==> config.mk <==
export PLATFORM = sky130hd
export DESIGN_NAME = sorted_array_insert_remove_core_flat
export DESIGN_NICKNAME = d
export VERILOG_FILES = /design/src/sv/sai_pkg.sv /design/src/sv/sai_if.sv /design/src/sv/sai_cell.sv /design/src/sv/sorted_array_insert_remove_core.sv /design/src/flat_wrapper.sv
export SDC_FILE = /design/constraint.sdc
export NUM_CORES = 2
export LEC_CHECK = 0
export BUFFER_PORTS_ARGS = -buffer_cell sky130_fd_sc_hd__buf_2
export CORE_ASPECT_RATIO = 0.9
export CORE_MARGIN = 1
export CORE_UTILIZATION = 59
export CTS_BUF_LIST = sky130_fd_sc_hd__clkbuf_16
export DETAILED_ROUTE_END_ITERATION = 8
export PLACE_DENSITY_LB_ADDON = 0.12
export SLEW_MARGIN = 20
export SYNTH_ARGS = -nofsm -noshare
export SYNTH_HDL_FRONTEND = slang
export SYNTH_SLANG_ARGS = --single-unit
==> constraint.sdc <==
create_clock -name clk_i -period 5.9 [get_ports clk_i]
set_input_delay 0.885 -clock clk_i [delete_from_list [all_inputs] [get_ports clk_i]]
set_output_delay 0.885 -clock clk_i [all_outputs]
set_load 0.02 [all_outputs]
==> src/sv/sai_pkg.sv <==
// ----------------------------------------------------------------------------
// sai_pkg
// Shared constants, codes and types of the sorted array insert/remove core.
// ----------------------------------------------------------------------------
`default_nettype none

package sai_pkg;

  // Store size and derived widths
  localparam int CAPACITY = 16;
  localparam int VALUE_W  = 32;
  localparam int POS_W    = 4;
  localparam int COUNT_W  = 5;                      // width of the count field
  localparam int CNT_W    = $clog2(CAPACITY + 1);   // internal count width
  localparam int CMP_W    = (CNT_W > POS_W) ? CNT_W : POS_W;
  localparam int STATUS_W = 2;

  // Command codes
  localparam logic CMD_INSERT = 1'b0;
  localparam logic CMD_REMOVE = 1'b1;

  // Status codes
  localparam logic [STATUS_W-1:0] STATUS_DONE    = 2'd0;
  localparam logic [STATUS_W-1:0] STATUS_FULL    = 2'd1;
  localparam logic [STATUS_W-1:0] STATUS_BAD_POS = 2'd2;

  // Operation broadcast to every cell
  typedef enum logic [1:0] {
    OP_HOLD,
    OP_INSERT,
    OP_REMOVE
  } sai_op_e;

  typedef struct packed {
    sai_op_e                    op;
    logic signed [VALUE_W-1:0]  new_value;
  } sai_ctrl_t;

  // Per-cell position flags
  typedef struct packed {
    logic occupied;   // cell index below the count
    logic past_pos;   // cell index at or above the removal position
  } sai_cell_ctrl_t;

endpackage

`default_nettype wire

==> src/sv/sai_if.sv <==
// ----------------------------------------------------------------------------
// sai_in_if / sai_out_if
// Valid/ready channels carrying command items and result items.
// ----------------------------------------------------------------------------
`default_nettype none

interface sai_in_if import sai_pkg::*; ();
  logic                       valid;
  logic                       ready;
  logic                       command;
  logic signed [VALUE_W-1:0]  new_value;
  logic [POS_W-1:0]           position;

  modport source (output valid, command, new_value, position, input ready);
  modport sink   (input valid, command, new_value, position, output ready);
endinterface

interface sai_out_if import sai_pkg::*; ();
  logic                       valid;
  logic                       ready;
  logic signed [VALUE_W-1:0]  removed_value;
  logic [COUNT_W-1:0]         count_after;
  logic [STATUS_W-1:0]        status;

  modport source (output valid, removed_value, count_after, status, input ready);
  modport sink   (input valid, removed_value, count_after, status, output ready);
endinterface

`default_nettype wire

==> src/sv/sai_cell.sv <==
// ----------------------------------------------------------------------------
// sai_cell
// One entry of the sorted row: compares against the new value and takes its
// entry from the new value or from a neighbor.
// ----------------------------------------------------------------------------
`default_nettype none

module sai_cell import sai_pkg::*; (
  input  wire logic                       clk_i,
  input  wire sai_ctrl_t                  ctrl_i,
  input  wire sai_cell_ctrl_t             pos_i,
  input  wire logic                       gt_left_i,
  input  wire logic signed [VALUE_W-1:0]  left_i,
  input  wire logic signed [VALUE_W-1:0]  right_i,
  output logic signed [VALUE_W-1:0]       value_o,
  output logic                            gt_o
);

  logic signed [VALUE_W-1:0] value_q, value_d;

  // An empty cell acts as plus infinity
  assign gt_o    = !pos_i.occupied || (value_q > ctrl_i.new_value);
  assign value_o = value_q;

  // Next entry: shift up behind the insert slot, shift down past the hole
  always_comb begin
    value_d = value_q;
    unique case (ctrl_i.op)
      OP_INSERT: begin
        if (gt_left_i) begin
          value_d = left_i;
        end else if (gt_o) begin
          value_d = ctrl_i.new_value;
        end
      end
      OP_REMOVE: begin
        if (pos_i.past_pos) begin
          value_d = right_i;
        end
      end
      default: value_d = value_q;
    endcase
  end

  always_ff @(posedge clk_i) begin
    value_q <= value_d;
  end

endmodule

`default_nettype wire

==> src/sv/sorted_array_insert_remove_core.sv <==
// ----------------------------------------------------------------------------
// sorted_array_insert_remove_core
// Sorted store of signed values kept in a row of cells; insert in order,
// remove by position, one result per item.
// ----------------------------------------------------------------------------
//  channel | dir | fields                                   | handshake
//  in_i    | in  | command, new_value, position             | valid/ready
//  out_o   | out | removed_value, count_after, status       | valid/ready
//
//  One item per cycle while the output is not stalled: all cells compare and shift in the same cycle the
//  item is accepted, and the result is held in an output register.
//  The result is valid in the cycle after the item is accepted.
//  A new item is taken whenever the output register is empty or being read.
//  Reset clears the count and the output valid; entries are written before
//  they are read.
// ----------------------------------------------------------------------------
`default_nettype none

module sorted_array_insert_remove_core import sai_pkg::*; (
  input  wire logic  clk_i,
  input  wire logic  rst_ni,
  sai_in_if.sink     in_i,
  sai_out_if.source  out_o
);

  logic [CNT_W-1:0]           count_q, count_d;
  logic                       out_valid_q;
  logic signed [VALUE_W-1:0]  removed_q, removed_d;
  logic [CNT_W-1:0]           out_count_q;
  logic [STATUS_W-1:0]        status_q, status_d;

  logic                       accept;
  logic                       full;
  logic                       bad_pos;
  sai_ctrl_t                  ctrl;
  sai_cell_ctrl_t             cell_pos [CAPACITY];
  logic signed [VALUE_W-1:0]  cell_val [CAPACITY];
  logic                       cell_gt  [CAPACITY];
  logic signed [VALUE_W-1:0]  sel_val;

  assign in_i.ready = !out_valid_q || out_o.ready;
  assign accept     = in_i.valid && in_i.ready;

  assign full    = (count_q == CNT_W'(CAPACITY));
  assign bad_pos = (CMP_W'(in_i.position) >= CMP_W'(count_q));

  // Decode the item into a cell operation
  always_comb begin
    ctrl.new_value = in_i.new_value;
    ctrl.op        = OP_HOLD;
    count_d        = count_q;
    removed_d      = '0;
    status_d       = STATUS_DONE;
    if (in_i.command == CMD_INSERT) begin
      if (full) begin
        status_d = STATUS_FULL;
      end else begin
        ctrl.op = accept ? OP_INSERT : OP_HOLD;
        count_d = count_q + CNT_W'(1);
      end
    end else begin
      if (bad_pos) begin
        status_d = STATUS_BAD_POS;
      end else begin
        ctrl.op   = accept ? OP_REMOVE : OP_HOLD;
        count_d   = count_q - CNT_W'(1);
        removed_d = sel_val;
      end
    end
  end

  // Entry at the removal position
  always_comb begin
    sel_val = '0;
    for (int k = 0; k < CAPACITY; k++) begin
      if (CMP_W'(k) == CMP_W'(in_i.position)) begin
        sel_val = cell_val[k];
      end
    end
  end

  // Row of cells
  for (genvar g = 0; g < CAPACITY; g++) begin : g_cell
    logic                       gt_left;
    logic signed [VALUE_W-1:0]  left_val;
    logic signed [VALUE_W-1:0]  right_val;

    assign cell_pos[g].occupied = (CMP_W'(g) < CMP_W'(count_q));
    assign cell_pos[g].past_pos = (CMP_W'(g) >= CMP_W'(in_i.position));

    if (g == 0) begin : g_first
      assign gt_left  = 1'b0;
      assign left_val = '0;
    end else begin : g_inner
      assign gt_left  = cell_gt[g-1];
      assign left_val = cell_val[g-1];
    end

    if (g == CAPACITY - 1) begin : g_last
      assign right_val = cell_val[g];
    end else begin : g_body
      assign right_val = cell_val[g+1];
    end

    sai_cell u_cell (
      .clk_i     (clk_i),
      .ctrl_i    (ctrl),
      .pos_i     (cell_pos[g]),
      .gt_left_i (gt_left),
      .left_i    (left_val),
      .right_i   (right_val),
      .value_o   (cell_val[g]),
      .gt_o      (cell_gt[g])
    );
  end

  // Count and output valid
  always_ff @(posedge clk_i or negedge rst_ni) begin
    if (!rst_ni) begin
      count_q     <= '0;
      out_valid_q <= 1'b0;
    end else begin
      if (accept) begin
        count_q <= count_d;
      end
      if (in_i.ready) begin
        out_valid_q <= in_i.valid;
      end
    end
  end

  // Result register
  always_ff @(posedge clk_i) begin
    if (accept) begin
      removed_q   <= removed_d;
      out_count_q <= count_d;
      status_q    <= status_d;
    end
  end

  assign out_o.valid         = out_valid_q;
  assign out_o.removed_value = removed_q;
  assign out_o.count_after   = COUNT_W'(out_count_q);
  assign out_o.status        = status_q;

endmodule

`default_nettype wire

==> src/flat_wrapper.sv <==
// flat-port wrapper written by rule: the top's interface ports become plain ports
module sorted_array_insert_remove_core_flat import sai_pkg::*;
  (clk_i, rst_ni, in_i_valid, in_i_command, in_i_new_value, in_i_position, in_i_ready, out_o_valid, out_o_removed_value, out_o_count_after, out_o_status, out_o_ready);
  sai_in_if in_i_i ();
  sai_out_if out_o_i ();
  input  wire logic clk_i;
  input  wire logic rst_ni;
  input wire logic [$bits(in_i_i.valid)-1:0] in_i_valid;
  input wire logic [$bits(in_i_i.command)-1:0] in_i_command;
  input wire logic [$bits(in_i_i.new_value)-1:0] in_i_new_value;
  input wire logic [$bits(in_i_i.position)-1:0] in_i_position;
  output wire logic [$bits(in_i_i.ready)-1:0] in_i_ready;
  output wire logic [$bits(out_o_i.valid)-1:0] out_o_valid;
  output wire logic [$bits(out_o_i.removed_value)-1:0] out_o_removed_value;
  output wire logic [$bits(out_o_i.count_after)-1:0] out_o_count_after;
  output wire logic [$bits(out_o_i.status)-1:0] out_o_status;
  input wire logic [$bits(out_o_i.ready)-1:0] out_o_ready;
  assign in_i_i.valid = in_i_valid;
  assign in_i_i.command = in_i_command;
  assign in_i_i.new_value = in_i_new_value;
  assign in_i_i.position = in_i_position;
  assign in_i_ready = in_i_i.ready;
  assign out_o_valid = out_o_i.valid;
  assign out_o_removed_value = out_o_i.removed_value;
  assign out_o_count_after = out_o_i.count_after;
  assign out_o_status = out_o_i.status;
  assign out_o_i.ready = out_o_ready;
  sorted_array_insert_remove_core u_core (.clk_i(clk_i), .rst_ni(rst_ni), .in_i(in_i_i), .out_o(out_o_i));
endmodule
==> qor.yml <==
yosys.area.top_type: "edfxtp_1"
nNetsFinal: 5154
critical_path_class: "input pin to flop"
hold_path.class: "input pin to async pin"
die_height_um: 262.0
first_iter_violations: 5710
dr.max_layer_used: "met5"
cts_resized: 0
mostFrequentLayoutCells: "edfxtp_1 (551), nand2_1 (532), ha_1 (519), mux2i_1 (401), a21oi_1 (369)"
tightest_slew_ns: 1.126
slew_viol_final: 0
synth_cell_types: 84
ant_nets: 0
layout-drive-gt1-share_pct: 10.72
yosysSeqAreaShare_pct: 37.69
powerDensity_mw_per_mm2: 464.5
wl_met1_mm: 65.64
postCtsSetupBuffers: 0
ys_seq_elements: 557
startpoint_type: "input pin"
gr-total-overflow: 0
finish.instance_area_sq_mm: 0.04826
ys.flop_type: "edfxtp_1"
netlist.area_leader.share_pct: 37.35
path_max_fanout: 32
htree_levels: 3
yosysWarningCount: 0
route.detailed.drc: 0
rsz0062_at_grt: "no"
synth_area_sq_mm: 0.04430
cts_buffers: 67
p_leak_uw: 0.01942
hold_viol: 0
reg2reg_from: "u_core.g_cell[4].u_cell.value_o[31]$_DFFE_PP_"
syn_nets: 5160
cts_root_buf: "clkbuf_16"
fill_cells: 6005
hold_buffers: 0
slew_headroom_pct: 24.27
grt_max_degree: 271
core_area_sq_mm: 0.07374
ff2ff_setup_slack_ns: 1.38
arrival_ns: 5.02
start_util_pct: 60.07
route.met2.wl_mm: 70.09
fin_worst_skew_ns: 0.02349
drt-total-wl_mm: 164.8
dieArea_sq_mm: 0.07619
wl_met3_mm: 21.07
pre_cts_slack_ns: 0.6627
whs_ns: 0.1404
cp-end-kind: "flop"
r2r-end: "u_core.g_cell[4].u_cell.value_o[2]$_DFFE_PP_"
synth.area.top_cells: "edfxtp_1 (37%), ha_1 (15%), mux2i_1 (9.1%)"
area_growth_pct: 8.939
drv_cap: 0
setup_viol: 0
drt-vias-per-instance: 7.155
path_clk_slew_ns: 0.06
r2r_cells: 10
firstDrtPassIters: 8
gp_congestion: 1.033
antenna_cells: 0
syn_avg_cell_area_sq_um: 9.630
post-route-min-period_ns: 4.771
insertion_delay_ns: 0.63
final_common_cell: "edfxtp_1"
die_x_um: 290.8
cts_sinks: 557
postPlaceCellArea_sq_mm: 0.04622
postSynthCellCount: 4600
timing.final.ws_setup_ns: 1.129
grt_pass1_vias: 37460
clk_path_buf_depth: 3
grt_usage_pct: 42.27
io_buffers: 81
wl_per_cell_um: 29.41
status: "finished clean"
rows: 94
hpwl_mm: 117.6
grt_pass1_wl_mm: 242.2
vdd.ir_drop.worst_uv: 320.8
period_share_pct: 80.86
clock.fmax_ghz: 0.2096
async_flop_share_pct: 1.077
synth-edff-count: 551
antenna_found_initial: 4
ios: 82
vias: 40100
required_ns: 6.15
tritoncts: "yes"
-- cell usage after synthesis, types with 18 or more instances --
cell type	count
edfxtp_1	551
nor2_1	330
mux2i_1	401
nand2_1	533
a31oi_1	18
and3_1	40
nand4_1	85
buf_2	82
nand2b_1	19
o21ai_0	353
a22oi_1	64
inv_1	91
a21o_1	34
a21oi_1	370
a211oi_1	43
o21ai_1	73
clkbuf_1	206
o21a_1	18
mux2_2	45
nand3_1	127
nor3b_1	34
nor3_1	85
mux4_2	29
ha_1	519
nor2b_1	24
a2111oi_0	29
o22ai_1	67
a221oi_1	21
o211ai_1	24
a2111oi_1	29
-- cell type report --
class                           count  area [sq um]  area share [%]
Clock buffer                       69          1727           3.578
Clock inverter                     50         299.0          0.6196
Inverter                           94         352.8          0.7311
Multi-Input combinational cell   3619         26130           54.14
Sequential cell                   557         16700           34.60
Tap cell                          960          1201           2.489
Timing Repair Buffer              255          1858           3.850
-- critical path: stages --
cell,delay [ns]
buf_2,0.11
inv_1,0.44
ha_1,0.44
and4_1,0.29
and3_1,0.32
nand2_1,0.20
a2111oi_1,0.93
or3_1,0.26
a311oi_4,0.11
buf_4,0.28
a311oi_4,0.23
buf_4,0.52
-- state kept, by name, indices dropped and copies added, names as in the netlist --
name                          count
u_core.count_q                    5
u_core.out_o.removed_value       32
u_core.out_o.valid                1
u_core.g_cell.u_cell.value_o    512
u_core.out_o.status               2
u_core.out_o.count_after          5
-- power breakdown --
part	internal [uW]	switching, uW
logic	4070	6440
registers	6360	1520
clock network	2210	1820
-- metal layers --
metal,GRT usage [%],vias to the layer above
li1,-,17570
met1,58.62,19140
met2,62.77,2887
met3,10.11,495
met4,19.27,4
met5,0,-
-- how the worst max path moves through the flow --
| stage | slack [ns] | end | startpoint | depth (start not counted) |
|---|---|---|---|---|
| 2_1_floorplan | -0.76 | u_core.g_cell[11].u_cell.value_o[0]$_DFFE_PP_ | in_i_position[0] | 15 |
| 3_3_place_gp | 0.46 | u_core.g_cell[4].u_cell.value_o[27]$_DFFE_PP_ | in_i_new_value[31] | 12 |
| 3_5_place_dp | 0.66 | u_core.g_cell[4].u_cell.value_o[24]$_DFFE_PP_ | in_i_new_value[31] | 12 |
| 4_1_cts | 1.31 | u_core.g_cell[4].u_cell.value_o[2]$_DFFE_PP_ | in_i_new_value[31] | 12 |
| 5_1_grt | 0.87 | u_core.g_cell[5].u_cell.value_o[5]$_DFFE_PP_ | in_i_new_value[31] | 12 |
| 6_report | 1.13 | u_core.g_cell[4].u_cell.value_o[2]$_DFFE_PP_ | in_i_new_value[31] | 12 |
-- metrics by stage --
| stage | cells | power, uW | util, % | setup TNS, ns |
|---|---|---|---|---|
| after floorplan | 4600 | 14620 | - | -250.56 |
| after global placement | 5484 | 17700 | 62.68 | 0 |
| after detailed placement | 5484 | 17940 | 62.68 | 0 |
| after CTS | 5603 | 21940 | 65.43 | 0 |
| after global routing | 5604 | 23370 | 65.44 | 0 |
| final | 5604 | 22420 | 65.44 | 0 |
-- kinds of logic after synthesis --
kind of cell | Yosys count | synth area share (%)
fa+ha+maj | 519 | 14.66
flops | 557 | 37.69
compound gates | 1273 | 17.72
simple gates | 1333 | 13.59
mux | 490 | 12.06
xor+xnor | 4 | 0.07907
buf+inv | 424 | 4.208
No activity file was read; power rests on OpenSTA's default activity.
